`config.mk`:
```
export PLATFORM = sky130hd
export DESIGN_NAME = script_lexer
export DESIGN_NICKNAME = d
export VERILOG_FILES = /design/src/rtl/sl_pkg.sv /design/src/rtl/sl_front.sv /design/src/rtl/sl_back.sv /design/src/rtl/script_lexer.sv
export SDC_FILE = /design/constraint.sdc
export NUM_CORES = 1
export LEC_CHECK = 0
export BUFFER_PORTS_ARGS = -buffer_cell sky130_fd_sc_hd__clkbuf_2
export CAP_MARGIN = 40
export CORE_UTILIZATION = 50
export CTS_BUF_LIST = sky130_fd_sc_hd__clkbuf_4
export CTS_CLUSTER_DIAMETER = 150
export DETAILED_ROUTE_END_ITERATION = 10
export PLACE_DENSITY_LB_ADDON = 0.1
export SYNTH_ARGS = -nofsm -noshare
export SYNTH_HDL_FRONTEND = slang
export SYNTH_SLANG_ARGS = --single-unit
```
`constraint.sdc`:
```
create_clock -name clk -period 8.35 [get_ports clk]
set_clock_uncertainty 0.05 [all_clocks]
set_input_delay 0 -clock clk [delete_from_list [all_inputs] [get_ports clk]]
set_output_delay 0 -clock clk [all_outputs]
set_load 0.005 [all_outputs]
```
`src/rtl/sl_pkg.sv`:
```
package sl_pkg;

  localparam int POS_BITS = 16;
  localparam logic [POS_BITS-1:0] POS_MAX = {POS_BITS{1'b1}};
  localparam int QDEPTH = 4;
  localparam int QIDX = $clog2(QDEPTH);

  typedef struct packed {
    logic [7:0] byte_value;
    logic       end_of_input;
  } in_item_t;

  typedef struct packed {
    logic [5:0]  token_kind;
    logic [15:0] token_start;
    logic [15:0] text_offset;
    logic [15:0] text_length;
    logic        final_token;
  } out_item_t;

  // Token kinds
  localparam logic [5:0] K_IDENT  = 6'd0;
  localparam logic [5:0] K_BOOL   = 6'd1;
  localparam logic [5:0] K_INT    = 6'd2;
  localparam logic [5:0] K_REAL   = 6'd3;
  localparam logic [5:0] K_STRING = 6'd4;
  localparam logic [5:0] K_ERROR  = 6'd5;
  localparam logic [5:0] K_DOTDOT = 6'd6;
  localparam logic [5:0] K_SINGLE = 6'd18;
  localparam logic [5:0] K_END    = 6'd35;

  // Character classes computed in the front end
  typedef struct packed {
    logic [7:0] ch;
    logic       eoi;
    logic       alpha;
    logic       digit;
    logic       hex;
    logic       space;
    logic       opens_pair;
    logic [5:0] single;
  } cls_t;

  // Clip a position-width value to the 16-bit output field
  function automatic logic [15:0] clip16(input logic [POS_BITS-1:0] x);
    logic [15:0] r;
    if (POS_BITS > 16 && (x >> 16) != '0) r = 16'hFFFF;
    else r = 16'(x);
    return r;
  endfunction

  function automatic logic [POS_BITS-1:0] sat_inc(input logic [POS_BITS-1:0] x);
    return (x == POS_MAX) ? x : x + POS_BITS'(1);
  endfunction

  function automatic logic [5:0] single_kind(input logic [7:0] c);
    logic [5:0] k;
    case (c)
      "+": k = K_SINGLE + 6'd0;
      "-": k = K_SINGLE + 6'd1;
      "*": k = K_SINGLE + 6'd2;
      "/": k = K_SINGLE + 6'd3;
      "&": k = K_SINGLE + 6'd4;
      "|": k = K_SINGLE + 6'd5;
      "^": k = K_SINGLE + 6'd6;
      "~": k = K_SINGLE + 6'd7;
      "!": k = K_SINGLE + 6'd8;
      "<": k = K_SINGLE + 6'd9;
      ">": k = K_SINGLE + 6'd10;
      "=": k = K_SINGLE + 6'd11;
      "?": k = K_SINGLE + 6'd12;
      ":": k = K_SINGLE + 6'd13;
      "(": k = K_SINGLE + 6'd14;
      ")": k = K_SINGLE + 6'd15;
      ";": k = K_SINGLE + 6'd16;
      default: k = K_ERROR;
    endcase
    return k;
  endfunction

  // Two-character operator kind; K_ERROR when the pair is not an operator
  function automatic logic [5:0] pair_kind(input logic [7:0] a, input logic [7:0] b);
    logic [5:0] k;
    k = K_ERROR;
    if (a == "." && b == ".") k = K_DOTDOT;
    else if (a == "&" && b == "&") k = K_DOTDOT + 6'd1;
    else if (a == "|" && b == "|") k = K_DOTDOT + 6'd2;
    else if (b == "=") begin
      case (a)
        "=": k = K_DOTDOT + 6'd3;
        "!": k = K_DOTDOT + 6'd4;
        "<": k = K_DOTDOT + 6'd5;
        ">": k = K_DOTDOT + 6'd6;
        ":": k = K_DOTDOT + 6'd7;
        "+": k = K_DOTDOT + 6'd8;
        "-": k = K_DOTDOT + 6'd9;
        "*": k = K_DOTDOT + 6'd10;
        "/": k = K_DOTDOT + 6'd11;
        default: k = K_ERROR;
      endcase
    end
    return k;
  endfunction

  function automatic logic [7:0] kw_next(input logic [3:0] m);
    logic [7:0] r;
    case (m)
      4'd1: r = "r";
      4'd2: r = "u";
      4'd3: r = "e";
      4'd5: r = "a";
      4'd6: r = "l";
      4'd7: r = "s";
      4'd8: r = "e";
      default: r = 8'd0;
    endcase
    return r;
  endfunction

endpackage

```
`src/rtl/sl_front.sv`:
```
module sl_front (
  input  logic             clk,
  input  logic             rst_n,
  input  logic             in_valid,
  output logic             in_stall,
  input  sl_pkg::in_item_t in_data,
  output logic             q_valid,
  input  logic             q_pop,
  output sl_pkg::cls_t     q_data
);
  import sl_pkg::*;

  cls_t            mem_r [QDEPTH];
  logic [QIDX-1:0] wp_r, rp_r;
  logic [QIDX:0]   cnt_r;
  cls_t            cls;
  logic            push;
  logic [7:0]      c;

  // Classify the incoming byte
  always_comb begin
    c = in_data.byte_value;
    cls.ch         = c;
    cls.eoi        = in_data.end_of_input;
    cls.alpha      = (c >= "a" && c <= "z") || (c >= "A" && c <= "Z");
    cls.digit      = (c >= "0" && c <= "9");
    cls.hex        = cls.digit || (c >= "a" && c <= "f") || (c >= "A" && c <= "F");
    cls.space      = (c == " ") || (c == 8'h09) || (c == 8'h0A) || (c == 8'h0D);
    cls.opens_pair = (c == ".") || (c == "&") || (c == "|") || (c == "=") ||
                     (c == "!") || (c == "<") || (c == ">") || (c == ":") ||
                     (c == "+") || (c == "-") || (c == "*") || (c == "/");
    cls.single     = single_kind(c);
  end

  assign in_stall = (cnt_r == (QIDX+1)'(QDEPTH));
  assign push     = in_valid && !in_stall;
  assign q_valid  = (cnt_r != '0);
  assign q_data   = mem_r[rp_r];

  // Queue storage
  always_ff @(posedge clk) begin
    if (push) mem_r[wp_r] <= cls;
  end

  // Queue pointers
  always_ff @(posedge clk) begin
    if (!rst_n) begin
      wp_r  <= '0;
      rp_r  <= '0;
      cnt_r <= '0;
    end else begin
      if (push) wp_r <= wp_r + QIDX'(1);
      if (q_pop) rp_r <= rp_r + QIDX'(1);
      cnt_r <= cnt_r + (QIDX+1)'(push) - (QIDX+1)'(q_pop);
    end
  end

endmodule

```
`src/rtl/sl_back.sv`:
```
module sl_back (
  input  logic              clk,
  input  logic              rst_n,
  input  logic              q_valid,
  output logic              q_pop,
  input  sl_pkg::cls_t      q_data,
  output logic              out_valid,
  input  logic              out_stall,
  output sl_pkg::out_item_t out_data
);
  import sl_pkg::*;

  typedef enum logic [14:0] {
    M_IDLE     = 15'b000000000000001,
    M_IDENT    = 15'b000000000000010,
    M_STRING   = 15'b000000000000100,
    M_ZERO     = 15'b000000000001000,
    M_DEC_INT  = 15'b000000000010000,
    M_DEC_DOT  = 15'b000000000100000,
    M_FRAC     = 15'b000000001000000,
    M_EXP_E    = 15'b000000010000000,
    M_EXP_SIGN = 15'b000000100000000,
    M_EXP_DIG  = 15'b000001000000000,
    M_GARBAGE  = 15'b000010000000000,
    M_TRAIL    = 15'b000100000000000,
    M_HEX_X    = 15'b001000000000000,
    M_HEX_DIG  = 15'b010000000000000,
    M_OP       = 15'b100000000000000
  } mode_t;

  mode_t                mode_r, mode_nxt;
  logic [POS_BITS-1:0]  pos_r, pos_nxt;
  logic [POS_BITS-1:0]  beg_r, beg_nxt;
  logic [POS_BITS-1:0]  len_r, len_nxt;
  logic [POS_BITS-1:0]  dot_r, dot_nxt;
  logic [7:0]           held_r, held_nxt;
  logic [3:0]           kw_r, kw_nxt;

  // Two-entry result buffer; slot 0 is shown at the output
  out_item_t            buf_r [2];
  logic [1:0]           bcnt_r;
  out_item_t            e0, e1;
  logic [1:0]           n;
  logic                 take;
  logic                 pop_out;

  logic [7:0]           c;
  logic                 ident_ch, ident_st;
  logic [5:0]           pk;

  assign pop_out   = out_valid && !out_stall;
  assign out_valid = (bcnt_r != 2'd0);
  assign out_data  = buf_r[0];
  // Take a new byte only when room for two results remains after this cycle
  assign take  = q_valid && ((bcnt_r == 2'd0) || (bcnt_r == 2'd1 && pop_out));
  assign q_pop = take;

  function automatic out_item_t mk(input logic [5:0] k, input logic [POS_BITS-1:0] s,
                                   input logic [POS_BITS-1:0] o,
                                   input logic [POS_BITS-1:0] l, input logic f);
    out_item_t r;
    r.token_kind  = k;
    r.token_start = clip16(s);
    r.text_offset = clip16(o);
    r.text_length = clip16(l);
    r.final_token = f;
    return r;
  endfunction

  // Lexer state update for one byte
  always_comb begin
    logic    do_flush, do_idle, tail, tail_exp;
    logic [5:0] tail_kind;
    mode_t   fm;
    mode_nxt = mode_r;
    pos_nxt  = sat_inc(pos_r);
    beg_nxt  = beg_r;
    len_nxt  = len_r;
    dot_nxt  = dot_r;
    held_nxt = held_r;
    kw_nxt   = kw_r;
    e0 = '0;
    e1 = '0;
    n  = 2'd0;
    do_flush = 1'b0;
    do_idle  = 1'b0;
    tail     = 1'b0;
    tail_exp = 1'b0;
    tail_kind = K_INT;
    fm = mode_r;
    c = q_data.ch;
    ident_ch = q_data.alpha || q_data.digit || (c == "_");
    ident_st = q_data.alpha || (c == "_") || (c == "@");
    pk = pair_kind(held_r, c);

    if (q_data.eoi) begin
      do_flush = 1'b1;
    end else begin
      case (mode_r)
        M_IDENT: begin
          if (ident_ch) begin
            if (kw_r < 4'd10 && kw_next(kw_r) != 8'd0 && c == kw_next(kw_r))
              kw_nxt = kw_r + 4'd1;
            else
              kw_nxt = 4'd15;
            len_nxt = sat_inc(len_r);
          end else begin
            do_flush = 1'b1;
            do_idle  = 1'b1;
          end
        end
        M_STRING: begin
          if (c == "'") begin
            e0 = mk(K_STRING, beg_r, sat_inc(beg_r), len_r - POS_BITS'(1), 1'b0);
            n = 2'd1;
            mode_nxt = M_IDLE;
          end else begin
            len_nxt = sat_inc(len_r);
          end
        end
        M_ZERO, M_DEC_INT: begin
          if (mode_r == M_ZERO && (c == "x" || c == "X")) begin
            mode_nxt = M_HEX_X;
            len_nxt = sat_inc(len_r);
          end else if (q_data.digit) begin
            mode_nxt = M_DEC_INT;
            len_nxt = sat_inc(len_r);
          end else if (c == ".") begin
            dot_nxt = pos_r;
            mode_nxt = M_DEC_DOT;
            len_nxt = sat_inc(len_r);
          end else begin
            tail = 1'b1;
            tail_exp = 1'b1;
            tail_kind = K_INT;
          end
        end
        M_DEC_DOT: begin
          if (c == ".") begin
            e0 = mk(K_INT, beg_r, beg_r, len_r - POS_BITS'(1), 1'b0);
            e1 = mk(K_DOTDOT, dot_r, dot_r, POS_BITS'(2), 1'b0);
            n = 2'd2;
            mode_nxt = M_IDLE;
          end else if (q_data.digit) begin
            mode_nxt = M_FRAC;
            len_nxt = sat_inc(len_r);
          end else if (ident_ch) begin
            mode_nxt = M_GARBAGE;
            len_nxt = sat_inc(len_r);
          end else begin
            do_flush = 1'b1;
            do_idle  = 1'b1;
          end
        end
        M_FRAC: begin
          if (q_data.digit) begin
            len_nxt = sat_inc(len_r);
          end else begin
            tail = 1'b1;
            tail_exp = 1'b1;
            tail_kind = K_REAL;
          end
        end
        M_EXP_E, M_EXP_SIGN: begin
          if (mode_r == M_EXP_E && (c == "+" || c == "-")) begin
            mode_nxt = M_EXP_SIGN;
            len_nxt = sat_inc(len_r);
          end else if (q_data.digit) begin
            mode_nxt = M_EXP_DIG;
            len_nxt = sat_inc(len_r);
          end else begin
            do_flush = 1'b1;
            do_idle  = 1'b1;
          end
        end
        M_EXP_DIG: begin
          if (q_data.digit) begin
            len_nxt = sat_inc(len_r);
          end else begin
            tail = 1'b1;
            tail_kind = K_REAL;
          end
        end
        M_TRAIL, M_GARBAGE: begin
          if (ident_ch || (mode_r == M_GARBAGE && c == ".")) begin
            len_nxt = sat_inc(len_r);
          end else begin
            do_flush = 1'b1;
            do_idle  = 1'b1;
          end
        end
        M_HEX_X, M_HEX_DIG: begin
          if (q_data.hex) begin
            mode_nxt = M_HEX_DIG;
            len_nxt = sat_inc(len_r);
          end else if (c == "." || ident_ch) begin
            mode_nxt = M_GARBAGE;
            len_nxt = sat_inc(len_r);
          end else begin
            do_flush = 1'b1;
            do_idle  = 1'b1;
          end
        end
        M_OP: begin
          if (pk != K_ERROR) begin
            e0 = mk(pk, beg_r, beg_r, POS_BITS'(2), 1'b0);
            n = 2'd1;
            mode_nxt = M_IDLE;
          end else begin
            do_flush = 1'b1;
            do_idle  = 1'b1;
          end
        end
        default: begin
          do_idle = 1'b1;
        end
      endcase
    end

    // Number tail: exponent, error on '@', trailing letters, or end of the number
    if (tail) begin
      if (tail_exp && (c == "e" || c == "E")) begin
        mode_nxt = M_EXP_E;
        len_nxt = sat_inc(len_r);
      end else if (c == "@") begin
        e0 = mk(K_ERROR, beg_r, beg_r, len_r, 1'b0);
        n = 2'd1;
        mode_nxt = M_IDLE;
        do_idle = 1'b1;
      end else if (ident_st) begin
        mode_nxt = M_TRAIL;
        len_nxt = sat_inc(len_r);
      end else begin
        e0 = mk(tail_kind, beg_r, beg_r, len_r, 1'b0);
        n = 2'd1;
        mode_nxt = M_IDLE;
        do_idle = 1'b1;
      end
    end

    // Flush the pending token
    if (do_flush) begin
      n = 2'd1;
      mode_nxt = M_IDLE;
      case (fm)
        M_IDENT:
          e0 = mk((kw_r == 4'd4 || kw_r == 4'd9) ? K_BOOL : K_IDENT,
                  beg_r, beg_r, len_r, 1'b0);
        M_ZERO, M_DEC_INT:
          e0 = mk(K_INT, beg_r, beg_r, len_r, 1'b0);
        M_HEX_DIG:
          e0 = mk(K_INT, beg_r, beg_r, len_r, 1'b0);
        M_FRAC, M_EXP_DIG:
          e0 = mk(K_REAL, beg_r, beg_r, len_r, 1'b0);
        M_OP:
          e0 = mk(single_kind(held_r), beg_r, beg_r, POS_BITS'(1), 1'b0);
        M_IDLE:
          n = 2'd0;
        default:
          e0 = mk(K_ERROR, beg_r, beg_r, len_r, 1'b0);
      endcase
    end

    // End marker: end token, then restart the stream
    if (q_data.eoi) begin
      if (n == 2'd0) e0 = mk(K_END, pos_r, pos_r, '0, 1'b1);
      else e1 = mk(K_END, pos_r, pos_r, '0, 1'b1);
      n = n + 2'd1;
      mode_nxt = M_IDLE;
      pos_nxt  = '0;
      beg_nxt  = '0;
      len_nxt  = '0;
      dot_nxt  = '0;
      held_nxt = '0;
      kw_nxt   = '0;
    end else if (do_idle) begin
      // Scan the byte afresh from the idle state
      mode_nxt = M_IDLE;
      if (q_data.space) begin
        mode_nxt = M_IDLE;
      end else if (c == "'") begin
        mode_nxt = M_STRING;
        beg_nxt = pos_r;
        len_nxt = POS_BITS'(1);
      end else if (q_data.digit) begin
        mode_nxt = (c == "0") ? M_ZERO : M_DEC_INT;
        beg_nxt = pos_r;
        len_nxt = POS_BITS'(1);
      end else if (ident_st) begin
        mode_nxt = M_IDENT;
        beg_nxt = pos_r;
        len_nxt = POS_BITS'(1);
        kw_nxt = (c == "t") ? 4'd1 : (c == "f") ? 4'd5 : 4'd15;
      end else if (q_data.opens_pair) begin
        mode_nxt = M_OP;
        beg_nxt = pos_r;
        len_nxt = POS_BITS'(1);
        held_nxt = c;
      end else begin
        if (n == 2'd0) e0 = mk(q_data.single, pos_r, pos_r, POS_BITS'(1), 1'b0);
        else e1 = mk(q_data.single, pos_r, pos_r, POS_BITS'(1), 1'b0);
        n = n + 2'd1;
      end
    end
  end

  // Lexer state
  always_ff @(posedge clk) begin
    if (!rst_n) begin
      mode_r <= M_IDLE;
      pos_r  <= '0;
      beg_r  <= '0;
      len_r  <= '0;
      dot_r  <= '0;
      held_r <= '0;
      kw_r   <= '0;
    end else if (take) begin
      mode_r <= mode_nxt;
      pos_r  <= pos_nxt;
      beg_r  <= beg_nxt;
      len_r  <= len_nxt;
      dot_r  <= dot_nxt;
      held_r <= held_nxt;
      kw_r   <= kw_nxt;
    end
  end

  // Result buffer: drop the shown transfer, append new results behind
  always_ff @(posedge clk) begin
    if (!rst_n) begin
      bcnt_r <= 2'd0;
    end else begin
      bcnt_r <= bcnt_r - {1'b0, pop_out} + (take ? n : 2'd0);
    end
  end

  always_ff @(posedge clk) begin
    if (take) begin
      if (bcnt_r == 2'd0 || pop_out) begin
        if (n != 2'd0) buf_r[0] <= e0;
        buf_r[1] <= e1;
      end
    end else if (pop_out) begin
      buf_r[0] <= buf_r[1];
    end
  end

endmodule

```
`src/rtl/script_lexer.sv`:
```
// A byte's tokens pass through the queue register, then the result register;
// a token ends only on a later byte.
// Throughput: one byte per cycle while the queue and the output do not stall; a byte
// yielding two tokens holds the back end while the single output port drains the result buffer.
// Reset (rst_n low, synchronous): queue and results empty, position zero, idle.
module script_lexer (
  input  logic              clk,
  input  logic              rst_n,
  input  logic              in_valid,
  output logic              in_stall,
  input  sl_pkg::in_item_t  in_data,
  output logic              out_valid,
  input  logic              out_stall,
  output sl_pkg::out_item_t out_data
);
  import sl_pkg::*;

  logic q_valid, q_pop;
  cls_t q_data;

  sl_front u_front (
    .clk(clk), .rst_n(rst_n),
    .in_valid(in_valid), .in_stall(in_stall), .in_data(in_data),
    .q_valid(q_valid), .q_pop(q_pop), .q_data(q_data)
  );

  sl_back u_back (
    .clk(clk), .rst_n(rst_n),
    .q_valid(q_valid), .q_pop(q_pop), .q_data(q_data),
    .out_valid(out_valid), .out_stall(out_stall), .out_data(out_data)
  );

endmodule

```
# --- After elaboration in Yosys (flattened, before gate mapping) ---
# Memories as Yosys holds them, arrays and structs flattened. A register that Yosys moved wholly into a read port is not among the register bits.
# Cells that the tools add are included.
word_totals:
  regBits: 100
  ram_bits: 190
  input_bits: 13
  output_inout_bits: 57
  wordCells: 397
  memories: 2
op_classes:
  n_addsub: 12
  order_cmp: 9
  eq_ne: 99
  mux: 189
  n_bitwise: 1
  reduce_logical: 74
memory_table:
  columns: ["name", "words", "width", "read_ports", "rd_ports_with_merged_regs", "write_ports", "line", "rtl"]
  rows:
  - ["u_back.buf_r", 2, 55, 2, 0, 2, "sl_back.sv:40", "out_item_t buf_r [2];"]
  - ["u_front.mem_r", 4, 20, 1, 1, 1, "sl_front.sv:13", "cls_t mem_r [QDEPTH];"]
op_table:
  columns: ["op", "count"]
  rows:
  - ["55-bit 2-to-1 mux", 28]
  - ["16-bit 2-to-1 mux", 39]
  - ["15-bit 2-to-1 mux", 23]
  - ["8-bit by 6-bit == test with 1-bit output, second input constant", 38]
  - ["55-bit case mux with 5 select lines", 1]
  - ["6-bit case mux with 17 select lines", 2]
  - ["55-bit case mux with 3 select lines", 1]
  - ["16-bit case mux with 8 select lines", 1]
  - ["8-bit by 7-bit == test with 1-bit output, second input constant", 15]
  - ["52-bit 2-to-1 mux", 2]
  - ["15-bit case mux with 6 select lines", 1]
  - ["8-bit 2-to-1 mux", 10]
  - ["51-bit 2-to-1 mux", 1]
  - ["16-bit by 1-bit adder with 16-bit output, second input constant", 3]
  - ["16-bit == test, second input constant", 3]
  - ["5-bit case mux with 9 select lines", 1]
  - ["4-bit 2-to-1 mux", 11]
  - ["7-bit case mux with 6 select lines", 1]
  - ["1-bit 2-to-1 mux", 37]
  - ["6-bit 2-to-1 mux", 6]
  - ["2-bit 2-to-1 mux", 17]
  - ["8-bit by 7-bit <= comparator with 1-bit output, second input constant", 4]
  - ["1-bit logical OR", 29]
  - ["8-bit by 4-bit == test with 1-bit output, second input constant", 3]
  - ["other kinds (63)", 107]

# --- Logic depth before layout (Yosys ltp) ---
# Gate-level depths: netlist (run 1).
logic_depth:
  word_depth: 29
  mapped_depth: 19
  depth_no_buf: 14

# --- Cells and area by module ---
# A second synthesis (run 1) with hierarchy kept.
hier_totals:
  hier_cells: 1634
  area_unflattened_um2: 15637.5
by_module_without_submodules:
  columns: ["mod", "instances", "cells_per_inst", "area_each_um2"]
  rows:
  - ["sl_back", 1, 1389, 11687.5]
  - ["sl_front", 1, 245, 3950.0]

# --- Worst setup path before layout (run 1) ---
# No wires, ideal clock.
synth_timing:
  path_type: "reg-to-reg"
  startpoint: "reg (tool-made name)"
  endpoint: "mem u_back.buf_r[0][0] (netlist name) (enable)"
  setup_ns: 0.471
  arrival_time_ns: 5.809
  setup_slack_ns: 2.020
  path_stages_with_launch: 16
  path_buffers: 4
  synth_period_minus_slack_ns: 6.330
  path_cell_list: "dfxtp_1 > buf_6 > buf_8 > mux4_2 > buf_6 > or4b_4 > or4_1 > buf_2 > nand4_2 > o31ai_2 > and2b_4 > nand2b_1 > o21ai_2 > ha_1 > nor3_1 > o31ai_2"
synth_rtl:
  columns: ["item", "line"]
  rows:
  - ["end: declaration", "sl_back.sv:40"]

==> results of run 1 <==
[logic make-up (layout without fill, tap and decap cells)]
family | after synthesis | count (layout) | synth area share (%)
simple gates | 712 | 712 | 24.6
compound gates | 477 | 477 | 20.2
flops | 262 | 262 | 43.8
buf+inv | 159 | 278 | 4.58
mux | 33 | 33 | 3.65
xor+xnor | 31 | 31 | 1.74
fa+ha+maj | 18 | 18 | 1.49
other cells | 0 | 1 | 0
[where the power goes]
group	internal, mW	switching [mW]
Combinational	0.582	1.28
Clock	0.695	0.557
Sequential	1.75	0.152
[layout by cell type, fill, tap and decap left out, types with 15 or more instances in the layout]
| cell | n |
|---|---|
| o21ai_0 | 82 |
| nor2b_1 | 46 |
| nand3_1 | 76 |
| clkbuf_2 | 69 |
| a21oi_1 | 137 |
| edfxtp_1 | 160 |
| dfxtp_1 | 102 |
| a31oi_1 | 18 |
| nor2_1 | 136 |
| and3_1 | 30 |
| o21ai_1 | 20 |
| nand2_1 | 142 |
| mux4_2 | 19 |
| ha_1 | 17 |
| a21o_1 | 17 |
| buf_4 | 24 |
| or3_1 | 26 |
| a22oi_1 | 21 |
| and2_1 | 28 |
| clkbuf_4 | 103 |
| nand2b_1 | 33 |
| nand4_1 | 31 |
| nor3b_1 | 16 |
| nor3_1 | 53 |
| xnor2_1 | 19 |
| o31ai_1 | 15 |
| nor4_1 | 17 |
| a22o_1 | 41 |
| inv_1 | 36 |
| o211ai_1 | 15 |
[metal layers]
layer | part of all wire, % | vias to the layer above | GRT usage [%] | wire length, microns
met1 | 44 | 6820 | 42.5 | 21600
met5 | 0 | - | 0 | 0
met2 | 47 | 681 | 50.8 | 23100
met3 | 7.3 | 89 | 4.28 | 3600
li1 | - | 6569 | - | -
met4 | 2.6 | 0 | 10.7 | 1290
[registers in the layout, indices dropped and copies added, names as in the netlist, named ones only]
register,count
u_back.bcnt_r,2
u_back.kw_r,4
u_back.dot_r,16
u_back.mode_r,15
u_front.rp_r,2
u_back.len_r,16
u_back.buf_r,80
u_front.wp_r,2
u_front.cnt_r,3
u_back.beg_r,16
u_front.mem_r,80
u_back.held_r,8
u_back.pos_r,16
[final cells by class]
type / count / area [sq um]
diodes: 1 / 2.50
clock buffers: 103 / 773
clock inverters: 24 / 213
fillers: 2795 / 13300
inverters: 37 / 139
multi-input cells: 1271 / 8100
flip-flops and latches: 262 / 6850
well taps: 396 / 495
repair buffers: 114 / 821
[how the worst max path moves through the flow]
| stage | to | slack [ps] | cells past startpoint |
|---|---|---|---|
| 3_3_place_gp | u_back.buf_r[0][53] | 2030 | 12 |
| 3_5_place_dp | u_back.buf_r[0][53] | 2330 | 13 |
| 4_1_cts | u_back.buf_r[0][53] | 2340 | 13 |
| 6_report | u_back.buf_r[0][53] | 2330 | 13 |
| 2_1_floorplan | u_back.buf_r[0][0] | 2020 | 15 |
| 5_1_grt | u_back.buf_r[0][53] | 1830 | 14 |
[timing repair]
item | CTS | global route
buffers inserted | 0 | 0
endpoints found under the hold margin | 112 | 0
hold buffers | 14 | 0
==> results.json, run 1 <==
{
  "netlist_instances": 1692,
  "place_congestion": 0.992,
  "p_leak_nw": 6.06,
  "synth.area.top_cells": "edfxtp_1 31%, dfxtp_1 13%, a21oi_1 4.4%, nand2_1 3.4%, nor2_1 3.3%",
  "yosysSeqAreaShare_pct": 43.8,
  "critPathSlowestCell": "dfxtp_1",
  "grt_setup_unrepaired": "false",
  "synth_top_area_share_pct": 30.7,
  "fin_crit_ps": 6020,
  "max_stage_delay_ps": 750,
  "gr-total-overflow": 0,
  "die_x_microns": 179,
  "fp.dieH_microns": 179,
  "max_freq_mhz": 166,
  "hp-class": "input port to flop",
  "drc": 0,
  "synth_nets": 1723,
  "setup-violations-final": 0,
  "status": "finished clean",
  "utilization_pct": 56.7,
  "fin_crit_sh_pct": 72.1,
  "clock_latency_ps": 710,
  "stdcell_area_sq_um": 17400,
  "ys.flop_type": "edfxtp_1",
  "area_delta_synth_final_pct": 11.2,
  "drive_gt1_share_pct": 15.4,
  "maxCapViolCount": 0,
  "first_iter_violations": 1292,
  "synth_common_cells": "160 x edfxtp_1, 142 x nand2_1, 137 x a21oi_1",
  "synth.distinct_cells": 103,
  "crit_buf_inv": 1,
  "cts_tree": "built",
  "grt_use_total_pct": 31.2,
  "antenna_found_initial": 1,
  "cts_resized": 0,
  "clockBufferDepth": 3,
  "min_path_cells": 2,
  "cts_root_buffer": "clkbuf_4",
  "worstPathCellList": "mux4_2 > or4b_1 > nor4_2 > or3_1 > o2111ai_1 > nand2_1 > o21ai_2 > ha_1 > nand2_1 > o21a_1 > buf_8 > nand2_1 > o31ai_1",
  "endpoint_kind": "flop",
  "io_buffer_count": 69,
  "core_area_sq_um": 30700,
  "cp_data_required_time_ps": 8800,
  "grt_pass1_wl_mm": 76.1,
  "start_util_pct": 51.0,
  "timing.hold.ws_ps": 148,
  "crit_type": "flop to flop",
  "avgSynthCellArea_sq_um": 9.24,
  "cp_top_family": "simple AND/OR/NAND/NOR gates",
  "dr.pass1.iters": 6,
  "grt_pass1_vias": 13075,
  "async_flop_share_pct": 0,
  "ys_warn_count": 0,
  "reg2reg_setup_slack_ps": 2330,
  "cts_buffers": 71,
  "rows": 64,
  "cp_max_fo": 21,
  "hold_violations": 0,
  "start_kind": "flop",
  "placed_area_sq_um": 16300,
  "ys_ff_latch": 262,
  "wirelength_mm": 49.6,
  "fp.dieArea_sq_um": 32000,
  "ir_drop_mv": 0.202,
  "pin_count": 70,
  "clk_pin_slew_ps": 70,
  "place_ws_ps": 2330,
  "dpl.cell_count": 2066,
  "synth_area_sq_um": 15600,
  "r2r_end": "u_back.buf_r[0][53]",
  "clock_sinks": 262,
  "nets": 1788,
  "dpl.hpwl_mm": 35.6,
  "wl_per_cell_microns": 22.5,
  "power_density_nw_per_um2": 289,
  "hp-start": "in_data[6]",
  "synth-edff-count": 160,
  "r2r_cells": 13,
  "min_to": "u_front.mem_r[2][17]",
  "ant_nets": 0,
  "vias": 14159,
  "drv_slew": 0,
  "worst_pin_slew_ps": 844,
  "worstPathArrival_ps": 6480,
  "vias_per_cell": 6.41,
  "fin_cells": 2208,
  "critPathMostFrequentCell": "nand2_1",
  "grt_max_degree": 56,
  "maxSlewHeadroom_pct": 43.6,
  "yosysMostFrequentCell": "edfxtp_1",
  "fin_ws_ps": 2330,
  "total_power_mw": 5.02,
  "synth_top_cell_by_area": "edfxtp_1",
  "htreeDepth": 3,
  "fin_setup_tns_ps": 0
}
Power figures use the tool's default switching activity.
==> run 2, diff against run 1 <==
- clock period: 8.35 -> 5.7 ns (I/O delays scaled with it)
==> results.json, run 2 (synthesized netlist as in run 1, its figures left out) <==
{
  "cts_tree": "built",
  "core_area_sq_um": 30700,
  "cts_buffers": 72,
  "cts_resized": 0,
  "antenna_found_initial": 2,
  "dpl.hpwl_mm": 36.3,
  "critPathSlowestCell": "or4b_1",
  "cts_root_buffer": "clkbuf_4",
  "layout_commonest_cell": "edfxtp_1",
  "r2r_end": "u_back.buf_r[0][26]",
  "r2r_cells": 13,
  "grt_pass1_wl_mm": 77.3,
  "pwr-share-clk_pct": 23.7,
  "drive_gt1_share_pct": 16.3,
  "pwr-share-seq_pct": 37.8,
  "worstPathArrival_ps": 5670,
  "layout_common_cells": "160 x edfxtp_1, 142 x nand2_1, 137 x a21oi_1",
  "pin_count": 70,
  "timing.hold.ws_ps": 60.2,
  "fin_crit_sh_pct": 92.2,
  "cp_max_fo": 20,
  "clock_sinks": 262,
  "dr.pass1.iters": 8,
  "maxSlewHeadroom_pct": 33.8,
  "hp-class": "input port to flop",
  "crit_type": "flop to flop",
  "grt_max_degree": 56,
  "clockBufferDepth": 3,
  "start_kind": "flop",
  "p_leak_nw": 6.13,
  "place_congestion": 1.03,
  "grt_setup_unrepaired": "false",
  "dpl.cell_count": 2086,
  "max_stage_delay_ps": 740,
  "vias_per_cell": 6.36,
  "clock_latency_ps": 780,
  "ir_drop_mv": 0.334,
  "grt_use_total_pct": 31.9,
  "nFillCells": 2772,
  "vias": 14193,
  "p_sw_mw": 2.94,
  "fp.dieArea_sq_um": 32000,
  "seqCellArea_sq_um": 6850,
  "swShare_pct": 40.1,
  "clk_pin_slew_ps": 60,
  "top_regs": "u_back.buf_r x80, u_front.mem_r x80",
  "worstPathCellList": "mux4_2 > or4b_1 > nor2_4 > a31oi_1 > o31ai_1 > o2111ai_1 > o21ai_2 > ha_1 > nand3_1 > o21a_1 > nand2_1 > buf_4 > o211ai_1",
  "fin_setup_tns_ps": 0,
  "drv_slew": 0,
  "total_power_mw": 7.34,
  "io_buffer_count": 69,
  "grt_pass1_vias": 13279,
  "wl_per_cell_microns": 22.6,
  "endpoint_kind": "flop",
  "utilization_pct": 57.0,
  "start_util_pct": 51.0,
  "cp_data_required_time_ps": 6110,
  "min_to": "u_front.mem_r[3][11]",
  "fp.dieH_microns": 179,
  "fin_crit_ps": 5250,
  "status": "finished clean",
  "first_iter_violations": 1340,
  "gr-total-overflow": 0,
  "max_freq_mhz": 190,
  "hold_violations": 0,
  "pwr-share-comb_pct": 38.5,
  "reg2reg_setup_slack_ps": 450,
  "internal_power_mw": 4.40,
  "post_cts_buffers": 0,
  "fin_cells": 2231,
  "rows": 64,
  "min_path_cells": 2,
  "nets": 1810,
  "htreeDepth": 3,
  "power_density_nw_per_um2": 420,
  "area_delta_synth_final_pct": 11.7,
  "hp-start": "in_data[0]",
  "die_x_microns": 179,
  "wirelength_mm": 50.5,
  "maxCapViolCount": 0,
  "worst_pin_slew_ps": 992,
  "ant_nets": 0,
  "multi_input_area_sq_um": 8100,
  "drc": 0,
  "setup-violations-final": 0
}
## run 2: cell types whose count changed in the layout (fill, tap and decap cells not counted), moves of 2 or more
| cell | previous run | this run |
|---|---|---|
| buf_16 | 4 | 2 |
| buf_4 | 24 | 45 |
| bufinv_16 | 4 | 2 |
| clkinv_1 | 14 | 12 |
| clkinv_2 | 3 | 5 |
| diode_2 | 1 | 4 |
| inv_2 | 1 | 3 |
## run 2: worst max path at each step
stage	start	endpoint	slack (ps)	cells after the start
global route	flop	u_back.buf_r[0][25]	130	13
detailed placement	flop	u_back.buf_r[0][26]	480	13
CTS	flop	u_back.buf_r[0][26]	460	13
floorplan	flop	u_back.buf_r[0][0]	410	15
finish	flop	u_back.buf_r[0][26]	450	13
global placement	flop	u_back.buf_r[0][23]	660	13
## run 2: area by class of cell
cell class                 instances  area share (%)
clock inverter                    23           0.881
antenna                            4          0.0573
multi-input combinational       1271            46.4
sequential                       262            39.2
inverter                          37           0.795
tap                              396            2.84
clock buffer                     103            4.43
timing repair buffer             135            5.46
## run 2: repair_timing
| action | 4_1_cts | 5_1_grt |
|---|---|---|
| hold buffers | 15 | 0 |
| hold endpoints to repair | 141 | 0 |
| setup endpoints to repair | 0 | 0 |
## run 2: critical path, delay by kind of cell (launching register included)
kind,cells,cell delay (ps)
and+or+nand+nor,4,1290
muxes,1,690
buffers and inverters,1,270
DFF,1,610
adders and majority gates,1,280
AOI/OAI and AO/OA,6,1810
## run 2: power groups by stage
stage / registers, mW / logic (mW) / clock network [mW]
after floorplan: 2.75 / 1.74 / 0
after global placement: 2.81 / 2.73 / 0
after detailed placement: 2.81 / 2.79 / 0
after CTS: 2.77 / 2.81 / 1.78
after global routing: 2.81 / 3.06 / 1.87
final: 2.77 / 2.83 / 1.74
## run 2: per-stage QoR
step | worst slack (ps) | cell area (sq um)
finish | 447 | 17500
global route | 129 | 17500
CTS | 461 | 17500
detailed placement | 483 | 16400
global placement | 665 | 16300
floorplan | 411 | 15600
## run 2: metal layers
metal / up-vias / GRT usage [%] / part of all wire, %
met5: - / 0 / 0
met1: 6964 / 42.5 / 43
met2: 546 / 52.8 / 48
met4: 0 / 9.00 / 1.8
met3: 66 / 6.09 / 7.0
li1: 6617 / - / -
==> run 3, diff against run 2 <==
- CELL_PAD_IN_SITES_DETAIL_PLACEMENT: unset -> 1
- CELL_PAD_IN_SITES_GLOBAL_PLACEMENT: unset -> 1
- CTS_CLUSTER_SIZE: unset -> 12
==> results.json, run 3 (synthesized netlist as in run 1, its figures left out) <==
{
  "post_cts_buffers": 0,
  "cp_top_family": "compound AO/OA/AOI/OAI gates",
  "wirelength_mm": 53.5,
  "vias_per_cell": 6.66,
  "cts_buffers": 25,
  "dr.pass1.iters": 5,
  "drc": 0,
  "cts_root_buffer": "clkbuf_4",
  "pwr-share-clk_pct": 14.7,
  "crit_type": "flop to flop",
  "worstPathArrival_ps": 5730,
  "layout_common_cells": "160 x edfxtp_1, 141 x nand2_1, 137 x a21oi_1",
  "grt_pass1_wl_mm": 82.7,
  "min_path_cells": 2,
  "r2r_cells": 13,
  "fp.dieArea_sq_um": 32000,
  "grt_max_degree": 48,
  "start_kind": "flop",
  "pin_count": 70,
  "crit_buf_inv": 1,
  "fin_crit_sh_pct": 92.6,
  "fin_setup_tns_ps": 0,
  "reg2reg_setup_slack_ps": 420,
  "r2r_end": "u_back.buf_r[0][38]",
  "start_util_pct": 51.0,
  "place_congestion": 0.994,
  "maxSlewHeadroom_pct": 34.8,
  "first_iter_violations": 1152,
  "vias": 14335,
  "gr-total-overflow": 0,
  "fin_ws_ps": 420,
  "maxCapViolCount": 0,
  "placed_area_sq_um": 16400,
  "critPathSlowestCell": "or4b_1",
  "worstPathCellList": "mux4_2 > or4b_1 > nor2_4 > a31oi_1 > o31ai_1 > o2111ai_1 > o21ai_2 > ha_1 > nand3_1 > o21ai_2 > buf_4 > a21oi_1 > a21oi_1",
  "max_stage_delay_ps": 750,
  "top_regs": "u_back.buf_r x80, u_front.mem_r x80",
  "min_to": "u_front.mem_r[2][19]",
  "pwr-share-comb_pct": 43.4,
  "nets": 1768,
  "setup-violations-final": 0,
  "wl_per_cell_microns": 24.9,
  "status": "finished clean",
  "cp_data_required_time_ps": 6150,
  "place_ws_ps": 267,
  "grt_setup_unrepaired": "false",
  "stdcell_area_sq_um": 16900,
  "fin_crit_ps": 5280,
  "clk_pin_slew_ps": 160,
  "area_delta_synth_final_pct": 8.18,
  "p_leak_nw": 5.81,
  "p_sw_mw": 2.84,
  "max_freq_mhz": 189,
  "hp-class": "input port to flop",
  "fp.dieH_microns": 179,
  "die_x_microns": 179,
  "antenna_found_initial": 1,
  "endpoint_kind": "flop",
  "htreeDepth": 1,
  "core_area_sq_um": 30700,
  "power_density_nw_per_um2": 392,
  "pwr-share-seq_pct": 41.9,
  "rows": 64,
  "clock_sinks": 262,
  "clock_latency_ps": 730,
  "layout_commonest_cell": "edfxtp_1",
  "cp_max_fo": 28,
  "drive_gt1_share_pct": 13.6,
  "grt_pass1_vias": 14230,
  "total_power_mw": 6.64,
  "clockBufferDepth": 3,
  "cts_tree": "built",
  "worst_pin_slew_ps": 953,
  "hold_violations": 0,
  "drv_slew": 0,
  "ir_drop_mv": 0.282,
  "ant_nets": 0,
  "swShare_pct": 42.8,
  "grt_use_total_pct": 33.7,
  "internal_power_mw": 3.80,
  "io_buffer_count": 69,
  "hp-start": "in_data[8]",
  "dpl.hpwl_mm": 39.4
}
==> run 3: cell count changes in the layout (fill, tap and decap cells not counted), sizes merged <==
cell,change
buf,+7
diode,-3
bufinv,-2
clkinv,-17
inv,-2
dlygate4sd3,-2
clkbuf,-59
==> run 3: worst max path at each step <==
stage | from | end | cells after the start
global placement | flop | u_back.buf_r[0][13] | 13
finish | flop | u_back.buf_r[0][38] | 13
floorplan | flop | u_back.buf_r[0][0] | 15
CTS | flop | u_back.buf_r[0][16] | 13
detailed placement | flop | u_back.buf_r[0][11] | 13
global route | flop | u_back.buf_r[1][33] | 12
==> run 3: layer usage <==
metal	share of wire (%)	track usage (%)
met2	48	57.2
met1	43	44.7
met3	6.3	3.90
met4	3.1	10.5
met5	0	0
==> run 3: stage by stage <==
stage	util, %	std cells	hold WS (ps)
6_report	55.2	2153	112
5_1_grt	55.2	2153	91.4
4_1_cts	55.1	2152	26.4
3_5_place_dp	53.6	2093	194
3_3_place_gp	53.3	2088	183
2_1_floorplan	-	1692	48.9
==> run 3: layout make-up <==
type	count	area [sq um]
Timing Repair Buffer	140	988
Multi-Input combinational cell	1271	8110
Clock inverter	2	11.3
Clock buffer	44	330
Fill cell	3524	13800
Inverter	37	139
Sequential cell	262	6850
Antenna cell	1	2.50
Tap cell	396	495
==> run 3: what timing repair did <==
action	4_1_cts	5_1_grt
hold buffers	13	0
endpoints found under the setup margin	0	8
resized for setup	0	1
endpoints found under the hold margin	89	0
==> run 3: power by group through the flow <==
stage	clock, mW	sequential, mW	combinational, mW
floorplan	0	2.75	1.74
global placement	0	2.80	2.72
detailed placement	0	2.82	2.83
CTS	0.999	2.78	2.86
global route	1.07	2.83	3.09
finish	0.975	2.78	2.88
